File: src/sv/pht_pkg.sv
`timescale 1ns / 1ps
`default_nettype none

package pht_pkg;

  localparam int NUM_BUCKETS_DEF = 16;
  localparam int BUCKET_WAYS_DEF = 4;

  localparam int REQ_W    = 2;
  localparam int FILE_W   = 16;
  localparam int PAGE_W   = 31;
  localparam int SLOT_W   = 8;
  localparam int STATUS_W = 2;
  localparam int SUM_W    = 32;

  // in_tdata: file_id, page_number, slot_in
  localparam int IN_DATA_W  = ((FILE_W + PAGE_W + SLOT_W + 7) / 8) * 8;
  localparam int OUT_DATA_W = ((SLOT_W + 7) / 8) * 8;

  localparam logic [REQ_W-1:0] REQ_FIND   = 2'd0;
  localparam logic [REQ_W-1:0] REQ_INSERT = 2'd1;
  localparam logic [REQ_W-1:0] REQ_DELETE = 2'd2;

  localparam logic [STATUS_W-1:0] ST_OK        = 2'd0;
  localparam logic [STATUS_W-1:0] ST_NOT_FOUND = 2'd1;
  localparam logic [STATUS_W-1:0] ST_EXISTS    = 2'd2;
  localparam logic [STATUS_W-1:0] ST_FULL      = 2'd3;

  typedef struct packed {
    logic              valid;
    logic [FILE_W-1:0] file;
    logic [PAGE_W-1:0] page;
    logic [SLOT_W-1:0] slot;
  } entry_t;

  typedef enum logic [2:0] {
    ST_CLEAR,
    ST_IDLE,
    ST_MUL,
    ST_RED,
    ST_READ,
    ST_CMP
  } pht_state_t;

  // controller to datapath
  typedef struct packed {
    logic clear;
    logic capture;
    logic mul;
    logic reduce;
    logic read;
    logic commit;
  } pht_cmd_t;

  // datapath to controller
  typedef struct packed {
    logic clear_last;
    logic out_free;
  } pht_sts_t;

endpackage

`default_nettype wire

File: src/sv/page_frame_hash_table.sv
// page_frame_hash_table: bounded hashed map from (file_id, page_number) to a frame slot
//
// in_*  : one request word per handshake. in_tuser carries the request kind
//         (find, insert, delete); in_tdata carries the key and the slot to insert.
// out_* : one result word per request, in order. out_tuser carries the status
//         (ok, not found, already exists, bucket full); out_tdata the found slot.
// The bucket is (file_id + page_number) mod NUM_BUCKETS, each with BUCKET_WAYS ways.
// A request is accepted in the idle state and its result is loaded into the output
// register from the compare state; no new request is taken before then. In order:
// multiply and reduce states of the reciprocal-multiply hash, read state for bucket
// address correction and memory read, compare state for way compare and write-back.
// After reset a clearing pass empties every bucket; in_tready stays low until it
// finishes.
// The result waits in an output register; the next request is accepted while it
// waits, and its own result is held back in the compare stage while out_tready is low.
`timescale 1ns / 1ps
`default_nettype none

module page_frame_hash_table #(
  parameter int NUM_BUCKETS = pht_pkg::NUM_BUCKETS_DEF,
  parameter int BUCKET_WAYS = pht_pkg::BUCKET_WAYS_DEF
) (
  input  wire logic                          clk,
  input  wire logic                          rst_n,
  input  wire logic                          in_tvalid,
  output logic                               in_tready,
  // file_id[15:0], page_number[46:16], slot_in[54:47], zero fill
  input  wire logic [pht_pkg::IN_DATA_W-1:0] in_tdata,
  // req_type[1:0]
  input  wire logic [pht_pkg::REQ_W-1:0]     in_tuser,
  output logic                               out_tvalid,
  input  wire logic                          out_tready,
  // slot_out[7:0]
  output logic [pht_pkg::OUT_DATA_W-1:0]     out_tdata,
  // status[1:0]
  output logic [pht_pkg::STATUS_W-1:0]       out_tuser
);
  import pht_pkg::*;

  pht_cmd_t cmd;
  pht_sts_t sts;

  pht_ctrl u_ctrl (
    .clk       (clk),
    .rst_n     (rst_n),
    .in_tvalid (in_tvalid),
    .in_tready (in_tready),
    .sts       (sts),
    .cmd       (cmd)
  );

  pht_dp #(
    .NUM_BUCKETS (NUM_BUCKETS),
    .BUCKET_WAYS (BUCKET_WAYS)
  ) u_dp (
    .clk        (clk),
    .rst_n      (rst_n),
    .in_tdata   (in_tdata),
    .in_tuser   (in_tuser),
    .cmd        (cmd),
    .sts        (sts),
    .out_tready (out_tready),
    .out_tvalid (out_tvalid),
    .out_tdata  (out_tdata),
    .out_tuser  (out_tuser)
  );

endmodule

`default_nettype wire

File: src/sv/pht_ctrl.sv
`timescale 1ns / 1ps
`default_nettype none

module pht_ctrl (
  input  wire logic              clk,
  input  wire logic              rst_n,
  input  wire logic              in_tvalid,
  output logic                   in_tready,
  input  wire pht_pkg::pht_sts_t sts,
  output pht_pkg::pht_cmd_t      cmd
);
  import pht_pkg::*;

  pht_state_t state_r, state_nxt;

  always_ff @(posedge clk) begin
    if (!rst_n) begin
      state_r <= ST_CLEAR;
    end else begin
      state_r <= state_nxt;
    end
  end

  always_comb begin
    state_nxt = state_r;
    unique case (state_r)
      ST_CLEAR: if (sts.clear_last) state_nxt = ST_IDLE;
      ST_IDLE:  if (in_tvalid) state_nxt = ST_MUL;
      ST_MUL:   state_nxt = ST_RED;
      ST_RED:   state_nxt = ST_READ;
      ST_READ:  state_nxt = ST_CMP;
      ST_CMP:   if (sts.out_free) state_nxt = ST_IDLE;
      default:  state_nxt = ST_CLEAR;
    endcase
  end

  always_comb begin
    cmd       = '0;
    in_tready = 1'b0;
    unique case (state_r)
      ST_CLEAR: cmd.clear = 1'b1;
      ST_IDLE: begin
        in_tready   = 1'b1;
        cmd.capture = in_tvalid;
      end
      ST_MUL:  cmd.mul = 1'b1;
      ST_RED:  cmd.reduce = 1'b1;
      ST_READ: cmd.read = 1'b1;
      ST_CMP:  cmd.commit = sts.out_free;
      default: cmd = '0;
    endcase
  end

endmodule

`default_nettype wire

File: src/sv/pht_dp.sv
`timescale 1ns / 1ps
`default_nettype none

module pht_dp #(
  parameter int NUM_BUCKETS = pht_pkg::NUM_BUCKETS_DEF,
  parameter int BUCKET_WAYS = pht_pkg::BUCKET_WAYS_DEF
) (
  input  wire logic                           clk,
  input  wire logic                           rst_n,
  input  wire logic [pht_pkg::IN_DATA_W-1:0]  in_tdata,
  input  wire logic [pht_pkg::REQ_W-1:0]      in_tuser,
  input  wire pht_pkg::pht_cmd_t              cmd,
  output pht_pkg::pht_sts_t                   sts,
  input  wire logic                           out_tready,
  output logic                                out_tvalid,
  output logic [pht_pkg::OUT_DATA_W-1:0]      out_tdata,
  output logic [pht_pkg::STATUS_W-1:0]        out_tuser
);
  import pht_pkg::*;

  localparam int BW = (NUM_BUCKETS > 1) ? $clog2(NUM_BUCKETS) : 1;
  localparam int WW = (BUCKET_WAYS > 1) ? $clog2(BUCKET_WAYS) : 1;
  // floor(2^32 / buckets): quotient estimate is low by at most one
  localparam logic [SUM_W:0]   RECIP  = (SUM_W+1)'((65'd1 << SUM_W) / NUM_BUCKETS);
  localparam logic [SUM_W-1:0] NB_SUM = SUM_W'(NUM_BUCKETS);
  localparam logic [BW:0]      NB_REM = (BW+1)'(NUM_BUCKETS);
  localparam logic [BW-1:0]    LAST_B = BW'(NUM_BUCKETS - 1);

  entry_t [BUCKET_WAYS-1:0] mem [NUM_BUCKETS];

  logic [REQ_W-1:0]         req_r;
  logic [FILE_W-1:0]        file_r;
  logic [PAGE_W-1:0]        page_r;
  logic [SLOT_W-1:0]        slot_r;
  logic [SUM_W-1:0]         sum_r;
  logic [SUM_W-1:0]         q_r;
  logic [BW:0]              rem_r;
  logic [BW-1:0]            bucket_r;
  logic [BW-1:0]            bucket_nxt;
  logic [BW-1:0]            clr_cnt_r;
  entry_t [BUCKET_WAYS-1:0] rd_row_r;

  logic [2*SUM_W:0]         prod;
  logic [SUM_W-1:0]         rem_full;

  logic                     hit;
  logic [WW-1:0]            hit_way;
  logic                     free;
  logic [WW-1:0]            free_way;

  entry_t [BUCKET_WAYS-1:0] new_row;
  logic                     row_we;
  logic [STATUS_W-1:0]      res_status;
  logic [SLOT_W-1:0]        res_slot;

  logic                     mem_we;
  logic [BW-1:0]            mem_waddr;
  entry_t [BUCKET_WAYS-1:0] mem_wdata;

  logic                     out_valid_r;
  logic [STATUS_W-1:0]      out_status_r;
  logic [SLOT_W-1:0]        out_slot_r;

  // hashing: sum, reciprocal multiply, remainder, one correction
  assign prod       = sum_r * RECIP;
  assign rem_full   = sum_r - SUM_W'(q_r * NB_SUM);
  assign bucket_nxt = (rem_r >= NB_REM) ? BW'(rem_r - NB_REM) : BW'(rem_r);

  always_ff @(posedge clk) begin
    if (cmd.capture) begin
      req_r  <= in_tuser;
      file_r <= in_tdata[FILE_W-1:0];
      page_r <= in_tdata[FILE_W +: PAGE_W];
      slot_r <= in_tdata[FILE_W+PAGE_W +: SLOT_W];
      sum_r  <= SUM_W'(in_tdata[FILE_W-1:0]) + SUM_W'(in_tdata[FILE_W +: PAGE_W]);
    end
    if (cmd.mul) begin
      q_r <= prod[2*SUM_W-1:SUM_W];
    end
    if (cmd.reduce) begin
      rem_r <= rem_full[BW:0];
    end
    if (cmd.read) begin
      bucket_r <= bucket_nxt;
    end
  end

  // bucket store with registered read
  assign mem_we    = cmd.clear | (cmd.commit & row_we);
  assign mem_waddr = cmd.clear ? clr_cnt_r : bucket_r;
  assign mem_wdata = cmd.clear ? '0 : new_row;

  always_ff @(posedge clk) begin
    if (mem_we) begin
      mem[mem_waddr] <= mem_wdata;
    end
    if (cmd.read) begin
      rd_row_r <= mem[bucket_nxt];
    end
  end

  always_ff @(posedge clk) begin
    if (!rst_n) begin
      clr_cnt_r <= '0;
    end else if (cmd.clear) begin
      clr_cnt_r <= clr_cnt_r + 1'b1;
    end
  end

  // way compare, lowest way wins
  always_comb begin
    hit      = 1'b0;
    hit_way  = '0;
    free     = 1'b0;
    free_way = '0;
    for (int w = 0; w < BUCKET_WAYS; w++) begin
      if (!hit && rd_row_r[w].valid && rd_row_r[w].file == file_r &&
          rd_row_r[w].page == page_r) begin
        hit     = 1'b1;
        hit_way = WW'(w);
      end
      if (!free && !rd_row_r[w].valid) begin
        free     = 1'b1;
        free_way = WW'(w);
      end
    end
  end

  always_comb begin
    new_row    = rd_row_r;
    row_we     = 1'b0;
    res_status = ST_OK;
    res_slot   = '0;
    unique case (req_r)
      REQ_FIND: begin
        if (hit) begin
          res_slot = rd_row_r[hit_way].slot;
        end else begin
          res_status = ST_NOT_FOUND;
        end
      end
      REQ_INSERT: begin
        if (hit) begin
          res_status = ST_EXISTS;
        end else if (free) begin
          new_row[free_way].valid = 1'b1;
          new_row[free_way].file  = file_r;
          new_row[free_way].page  = page_r;
          new_row[free_way].slot  = slot_r;
          row_we = 1'b1;
        end else begin
          res_status = ST_FULL;
        end
      end
      REQ_DELETE: begin
        if (hit) begin
          new_row[hit_way].valid = 1'b0;
          row_we = 1'b1;
        end
      end
      default: res_status = ST_OK;
    endcase
  end

  // output word register
  always_ff @(posedge clk) begin
    if (!rst_n) begin
      out_valid_r <= 1'b0;
    end else if (cmd.commit) begin
      out_valid_r <= 1'b1;
    end else if (out_tready) begin
      out_valid_r <= 1'b0;
    end
  end

  always_ff @(posedge clk) begin
    if (cmd.commit) begin
      out_status_r <= res_status;
      out_slot_r   <= res_slot;
    end
  end

  assign out_tvalid = out_valid_r;
  assign out_tuser  = out_status_r;
  assign out_tdata  = OUT_DATA_W'(out_slot_r);
  assign sts        = '{clear_last: (clr_cnt_r == LAST_B),
                        out_free:   (~out_valid_r | out_tready)};

endmodule

`default_nettype wire

File: config.mk
export PLATFORM = sky130hd
export DESIGN_NAME = page_frame_hash_table
export DESIGN_NICKNAME = d
export VERILOG_FILES = /design/src/sv/pht_pkg.sv /design/src/sv/page_frame_hash_table.sv /design/src/sv/pht_ctrl.sv /design/src/sv/pht_dp.sv
export SDC_FILE = /design/constraint.sdc
export NUM_CORES = 2
export LEC_CHECK = 0
export BUFFER_PORTS_ARGS = -buffer_cell sky130_fd_sc_hd__buf_2
export CAP_MARGIN = 5
export CORE_AREA = 2 2 601 454
export CTS_CLUSTER_DIAMETER = 60
export DETAILED_ROUTE_END_ITERATION = 7
export DIE_AREA = 0 0 603 456
export PLACE_DENSITY_LB_ADDON = 0.08
export SYNTH_ARGS = -nofsm -noshare
export SYNTH_HDL_FRONTEND = slang
export SYNTH_SLANG_ARGS = --single-unit
File: constraint.sdc
create_clock -name clk -period 17.6 [get_ports clk]
set_input_delay 1.76 -clock clk [delete_from_list [all_inputs] [get_ports clk]]
set_output_delay 1.76 -clock clk [all_outputs]
set_load 0.02 [all_outputs]
Word level (Yosys, flattened, before mapping)
Memory sizes are Yosys's and may differ from the RTL's. A register that Yosys moved wholly into a read port is not among the register bits.
Index checks and enable logic that the tools add are counted.
{"block": "op_classes", "add_sub_neg": 4, "order_cmp": 5, "eq_ne": 19, "n_mux": 61, "bitwise": 4, "n_reduce_logical": 29}
{"op": "224-bit bitwise mux", "n": 5}
{"op": "224-bit 2-to-1 mux", "n": 4}
{"op": "56-bit demux with 2-bit select", "n": 5}
{"op": "224-bit one-hot mux with 2 select lines", "n": 1}
{"op": "31-bit == test", "n": 4}
{"op": "56-bit binary-select mux with 2-bit select", "n": 1}
{"op": "56-bit 2-to-1 mux", "n": 2}
{"op": "16-bit == test", "n": 4}
{"op": "55-bit 2-to-1 mux", "n": 1}
{"op": "39-bit 2-to-1 mux", "n": 1}
{"op": "1-bit 2-to-1 mux", "n": 25}
{"op": "3-bit one-hot mux with 6 select lines", "n": 1}
{"op": "1-bit logical AND", "n": 16}
{"op": "8-bit 2-to-1 mux", "n": 2}
{"op": "2-bit 2-to-1 mux", "n": 6}
{"op": "3-bit 2-to-1 mux", "n": 3}
{"op": "1-bit zero test", "n": 8}
{"op": "4-bit 2-to-1 mux", "n": 2}
{"op": "3-bit by 2-bit == test with 1-bit output (second input constant)", "n": 2}
{"op": "3-bit == test (second input constant)", "n": 2}
{"op": "2-bit by 3-bit < comparator with 1-bit output (second input constant)", "n": 2}
{"op": "5-bit adder", "n": 1}
{"op": "5-bit >= comparator (second input constant)", "n": 1}
{"op": "5-bit subtractor", "n": 1}
{"op": "other kinds (19)", "n": 22}
{"block": "totals", "regBits": 90, "ramBits": 3584, "in_bits": 62, "wordCells": 136, "memories": 1}
{"name": "u_dp.mem", "words": 16, "word_bits": 224, "read_ports": 1, "rd_clocked_by_memory_dff": 1, "write_ports": 1, "line": "pht_dp.sv:29", "text": "entry_t [BUCKET_WAYS-1:0] mem [NUM_BUCKETS];"}

Depth between registers and ports, before layout
{"block": "logic_depth", "depth_word": 27, "mapped_depth": 13, "depth_no_buf": 8}

Hierarchy
Synthesis repeated with hierarchy kept, for this count alone.
{"block": "hier_totals", "hier_cells": 6415, "area_unflattened_um2": 151786.8}
{"mod": "pht_dp", "instances": 1, "cells_per_inst": 6391, "area_each_um2": 151585.4, "seq_area_each_um2": 116822.0}
{"mod": "pht_ctrl", "instances": 1, "cells_per_inst": 24, "area_each_um2": 201.4, "seq_area_each_um2": 60.1}

Worst setup path after synthesis
No wires, ideal clock.
{"block": "synth_timing", "path_type": "register to register", "start": "reg u_ctrl.state_r[2]", "end": "reg u_dp.bucket_r[0], enable pin", "setup_time_ns": 1.142, "arrival_time_ns": 17.016, "setup_slack_ns": -0.559, "stages_incl_launch_ff": 3, "synth_period_minus_slack_ns": 18.159, "path_cell_list": "dfxtp_1 -> clkbuf_1 -> nor3b_1"}
{"block": "synth_between", "elab_chain_cells": 2}
{"element": "from (decl)", "line": "pht_ctrl.sv:14", "text": "pht_state_t state_r, state_nxt;"}
{"element": "from (signal assigned)", "line": "pht_ctrl.sv:20", "text": "state_r <= state_nxt;"}
{"element": "3-bit == test", "line": "pht_ctrl.sv:40", "text": "unique case (state_r)"}
{"element": "1-bit 2-to-1 mux", "line": "pht_ctrl.sv:40"}
{"element": "to (signal assigned)", "line": "pht_dp.sv:84", "text": "bucket_r <= bucket_nxt;"}
{"element": "to (decl)", "line": "pht_dp.sv:38", "text": "logic [BW-1:0] bucket_r;"}
Every way passes these cells.
A chain may end at the register's enable or synchronous reset.

Worst setup path after layout
{"block": "layout_timing", "start": "reg u_dp.file_r[6]", "end": "mem u_dp.mem[2][217] (netlist name), enable pin"}
{"block": "layout_between", "elab_chain_cells": 25, "word_cells_on_any_way": 29, "classes_between": "eq/ne: 4; mux: 9; bitwise: 2; reduce/logical: 14"}
{"element": "from (decl)", "line": "pht_dp.sv:32", "text": "logic [FILE_W-1:0] file_r;"}
{"element": "from (signal assigned)", "line": "pht_dp.sv:72", "text": "file_r <= in_tdata[FILE_W-1:0];"}
{"element": "16-bit == test", "line": "pht_dp.sv:117", "text": "if (!hit && rd_row_r[w].valid && rd_row_r[w].file == file_r &&"}
{"element": "1-bit logical AND (2 in a row)", "line": "pht_dp.sv:117"}
{"element": "1-bit 2-to-1 mux", "line": "pht_dp.sv:117"}
{"element": "1-bit zero test", "line": "pht_dp.sv:117"}
{"element": "1-bit logical AND (3 in a row)", "line": "pht_dp.sv:117"}
{"element": "1-bit 2-to-1 mux", "line": "pht_dp.sv:117"}
{"element": "1-bit zero test", "line": "pht_dp.sv:117"}
{"element": "1-bit logical AND (3 in a row)", "line": "pht_dp.sv:117"}
{"element": "[2 not listed]"}
{"element": "1-bit logical AND (3 in a row)", "line": "pht_dp.sv:117"}
{"element": "1-bit 2-to-1 mux (*)", "line": "pht_dp.sv:117"}
{"element": "1-bit 2-to-1 mux, on equally long branches", "line": "pht_dp.sv:156, pht_dp.sv:143"}
{"element": "1-bit one-hot mux with 2 select lines (*)", "line": "pht_dp.sv:134", "text": "unique case (req_r)"}
{"element": "1-bit AND (*)", "line": "pht_dp.sv:89", "text": "assign mem_we = cmd.clear | (cmd.commit & row_we);"}
{"element": "1-bit bitwise OR (*)", "line": "pht_dp.sv:89"}
{"element": "1-bit 2-to-1 mux (*)", "line": "pht_dp.sv:94", "text": "if (mem_we) begin"}
{"element": "1-bit 2-to-1 mux (not written as such) (*)", "line": "pht_dp.sv:95", "text": "mem[mem_waddr] <= mem_wdata;"}
{"element": "to (decl)", "line": "pht_dp.sv:29"}
Every way passes the cells marked *; elsewhere a longest branch is shown, timed or not.

==> flow_summary.ini <==
[grt]
grt_max_degree = 141
grt_pass1_wl_mm = 540
grt_overflow = 0
grt_pass1_vias = 70100
grt.total_usage = 0.279
antenna_found_initial = 20

[clock_network]
htreeDepth = 5
ctsResizeCount = 0
post_cts_buffers = 0
hold_buffers = 0
cts_root_buf = clkbuf_16
clk_latency_ns = 0.90
cts_tree = built
cts_buffer_depth = 4
cts_buffers = 365
cts.reportedPaths.clkPinSlew_ns = 0.06
clkSinkCount = 3895

[routing]
post_drt_wl_per_cell_um = 37.0
vias_per_cell = 6.80
drtPass1Iterations = 7
drcViolationCount = 0
postRouteAntennaNets = 0
via_count = 70200
wl_mm = 382
drtIter0Drc = 9650

[run_status]
status = finished, final reports clean

[setup_path]
cp-end-kind = flop
crit_top_cell = nand4_1
rr_startpoint = u_dp.file_r[6]
path_max_fanout = 88
cp.required_ns = 18.09
worstSetupPathType = flop to flop
reg2reg_depth = 10
cp_slowest_cell = nor4_1
cp_cell_sequence = xnor2_1, nand4_1, nor4_1, nand3_1, nand4_1, mux2_2, a31oi_1, nor2_4, buf_12, buf_4
crit_path_max_incr_delay_ns = 1.10
cp-start-kind = flop
cp.buffers_inverters = 2
ff2ff_setup_slack_ns = 9.94
critPathTopFamily = simple AND/OR/NAND/NOR gates
worst_ep_arrival_time_ns = 8.15
reg2reg_to = u_dp.mem[2][217]

[run]
max-cap-violations = 0

[sta]
relSlewSlack = 0.122
slew_viol_final = 0
period_minus_slack_ns = 7.66
tightest_slew_ns = 1.32
period_share = 0.435
setup_tns_ns = 0
hold_viol = 0
skew_ns = 0.0497
finalSetupViolCount = 0
fmax_mhz = 131
rsz0062_at_grt = false

[synthesis]
postSynthCellCount = 6236
synth_nets = 6306
synth-seq-cells = 3895
synth_edf_count = 3887
syn_area_mm2 = 0.150
synth-seq-area-share = 0.779
async_flop_share = 0
synth_common_cells = edfxtp_1 (3887), mux4_2 (1108), clkbuf_1 (195)
syn_avg_cell_area_um2 = 24.1
yosysMostFrequentCell = edfxtp_1
synthTopCellsByArea = edfxtp_1 (78%), mux4_2 (17%), xnor2_1 (1.0%)
yosysWarningCount = 0
synth_area_leader_cell = edfxtp_1
netlist.area_leader.share = 0.778
synth_ff_type = edfxtp_1
synth_cell_types = 53

[power_and_ir_drop]
pwr_density_cell_mw_per_mm2 = 110
vdd_drop_max_mv = 0.0782
p_leak_nw = 50.5
fin_total_pwr_mw = 18.3

[floorplanning]
initial_utilization = 0.559
io_pins = 74
die-area_mm2 = 0.275
core-area_mm2 = 0.269
fp-row-count = 165
die_h_um = 456
die_w_um = 603

[worst_hold_path]
worstHoldStart = u_dp.sum_r[2]
hold_path_depth = 0
whs_endpoint = u_dp.rem_r[2]
hold_class = flop to flop

[cells_and_area]
area_growth_pct = 10.9
fin_nets = 6529
instances_no_fill = 10300
seq_area_mm2 = 0.117
final.fill_count = 18000
multi_input_area_mm2 = 0.0317
final_layout_size_suffix_gt1_frac = 0.283

[place]
numPortBuffers = 72
place.gp.congestion = 0.945
dp_cells = 9682
dpl.hpwl_mm = 195
cell usage in the layout (no fill, tap or decap), types with 4 or more instances in the layout:
cell,synthesis,layout
nor3_1,14,12
nand2_1,73,73
a21oi_4,1,12
xnor2_1,177,177
clkinvlp_4,0,9
mux4_2,1108,1108
buf_2,42,72
clkbuf_1,195,73
o2bb2ai_1,89,89
clkinv_1,0,72
a2bb2o_1,33,33
nor2_1,25,17
mux2i_1,21,21
a32o_1,55,55
a21oi_1,28,20
and2_1,5,4
diode_2,0,6
nand4_1,100,100
clkinv_2,0,70
and3_1,4,4
a31oi_1,8,8
nor2b_1,19,19
nand2b_1,37,37
dfxtp_1,8,8
a211oi_1,12,12
inv_1,20,20
clkbuf_16,0,377
a21o_1,4,4
ha_1,7,7
edfxtp_1,3887,3887
or3_4,0,4
nor2_4,0,8
buf_12,0,26
bufinv_16,0,34
o2bb2ai_2,40,40
buf_4,47,126
nor4_1,25,25
o21ai_0,21,21
nand3_1,13,13
through the flow:
stage               hold WS [ns]  setup WS [ns]  instance area (µm²)   util
floorplan                  0.400           2.97               150000      -
global placement           0.402          10.26               155000  0.577
detailed placement         0.411          10.21               155000  0.577
CTS                        0.426          10.18               167000  0.620
global route               0.438          10.10               167000  0.620
finish                     0.428           9.94               167000  0.620
how the worst max path moves through the flow:
stage | endpoint | startpoint | cells after the start
2_1_floorplan | u_dp.mem[13][0] | out_tready | 7
3_3_place_gp | u_dp.mem[2][206] | u_dp.page_r[12] | 10
3_5_place_dp | u_dp.mem[2][193] | u_dp.page_r[12] | 10
4_1_cts | u_dp.mem[2][217] | u_dp.page_r[12] | 10
5_1_grt | u_dp.mem[2][217] | u_dp.file_r[6] | 10
6_report | u_dp.mem[2][217] | u_dp.file_r[6] | 10
cell type report:
type / count / area share
Clock inverter: 191 / 0.0107
Antenna cell: 6 / 0.0000902
Tap cell: 3590 / 0.0270
Inverter: 20 / 0.000451
Timing Repair Buffer: 224 / 0.0110
Sequential cell: 3895 / 0.702
Clock buffer: 452 / 0.0585
Multi-Input combinational cell: 1953 / 0.191
flip-flops by register name, summed over array words and instances (netlist names):
name / cells
u_dp.clr_cnt_r: 4
u_ctrl.state_r: 3
u_dp.rem_r: 4
u_dp.req_r: 2
u_dp.rd_row_r: 224
u_dp.out_tdata: 8
u_dp.bucket_r: 4
u_dp.out_tvalid: 1
u_dp.page_r: 31
u_dp.sum_r: 4
u_dp.out_tuser: 2
u_dp.file_r: 16
u_dp.slot_r: 8
u_dp.mem: 3584
metal layers:
| layer | GRT usage | vias to the layer above | share of wire |
|---|---|---|---|
| li1 | - | 27400 | - |
| met1 | 0.415 | 38600 | 0.41 |
| met2 | 0.426 | 3595 | 0.47 |
| met3 | 0.0564 | 600 | 0.092 |
| met4 | 0.0856 | 4 | 0.033 |
| met5 | 0 | - | 0.000068 |
power by group:
| group | internal [mW] | switching, mW |
|---|---|---|
| sequential | 10.2 | 0.0343 |
| combinational | 0.0821 | 0.193 |
| clock | 4.41 | 3.34 |
cell families (layout without fill, tap and decap cells):
group                    after synthesis  in the layout  share of synthesized area
other                                  0              6                          0
buffers and inverters                388            887                     0.0115
multiplexers                        1130           1130                      0.168
adder cells (fa/ha/maj)                8              8                   0.000717
AO/OA/AOI/OAI                        311            311                     0.0193
flip-flops                          3895           3895                      0.779
AND/OR/NAND/NOR                      326            326                     0.0118
XOR/XNOR                             178            178                     0.0104
(Power assumes the default switching activity.)
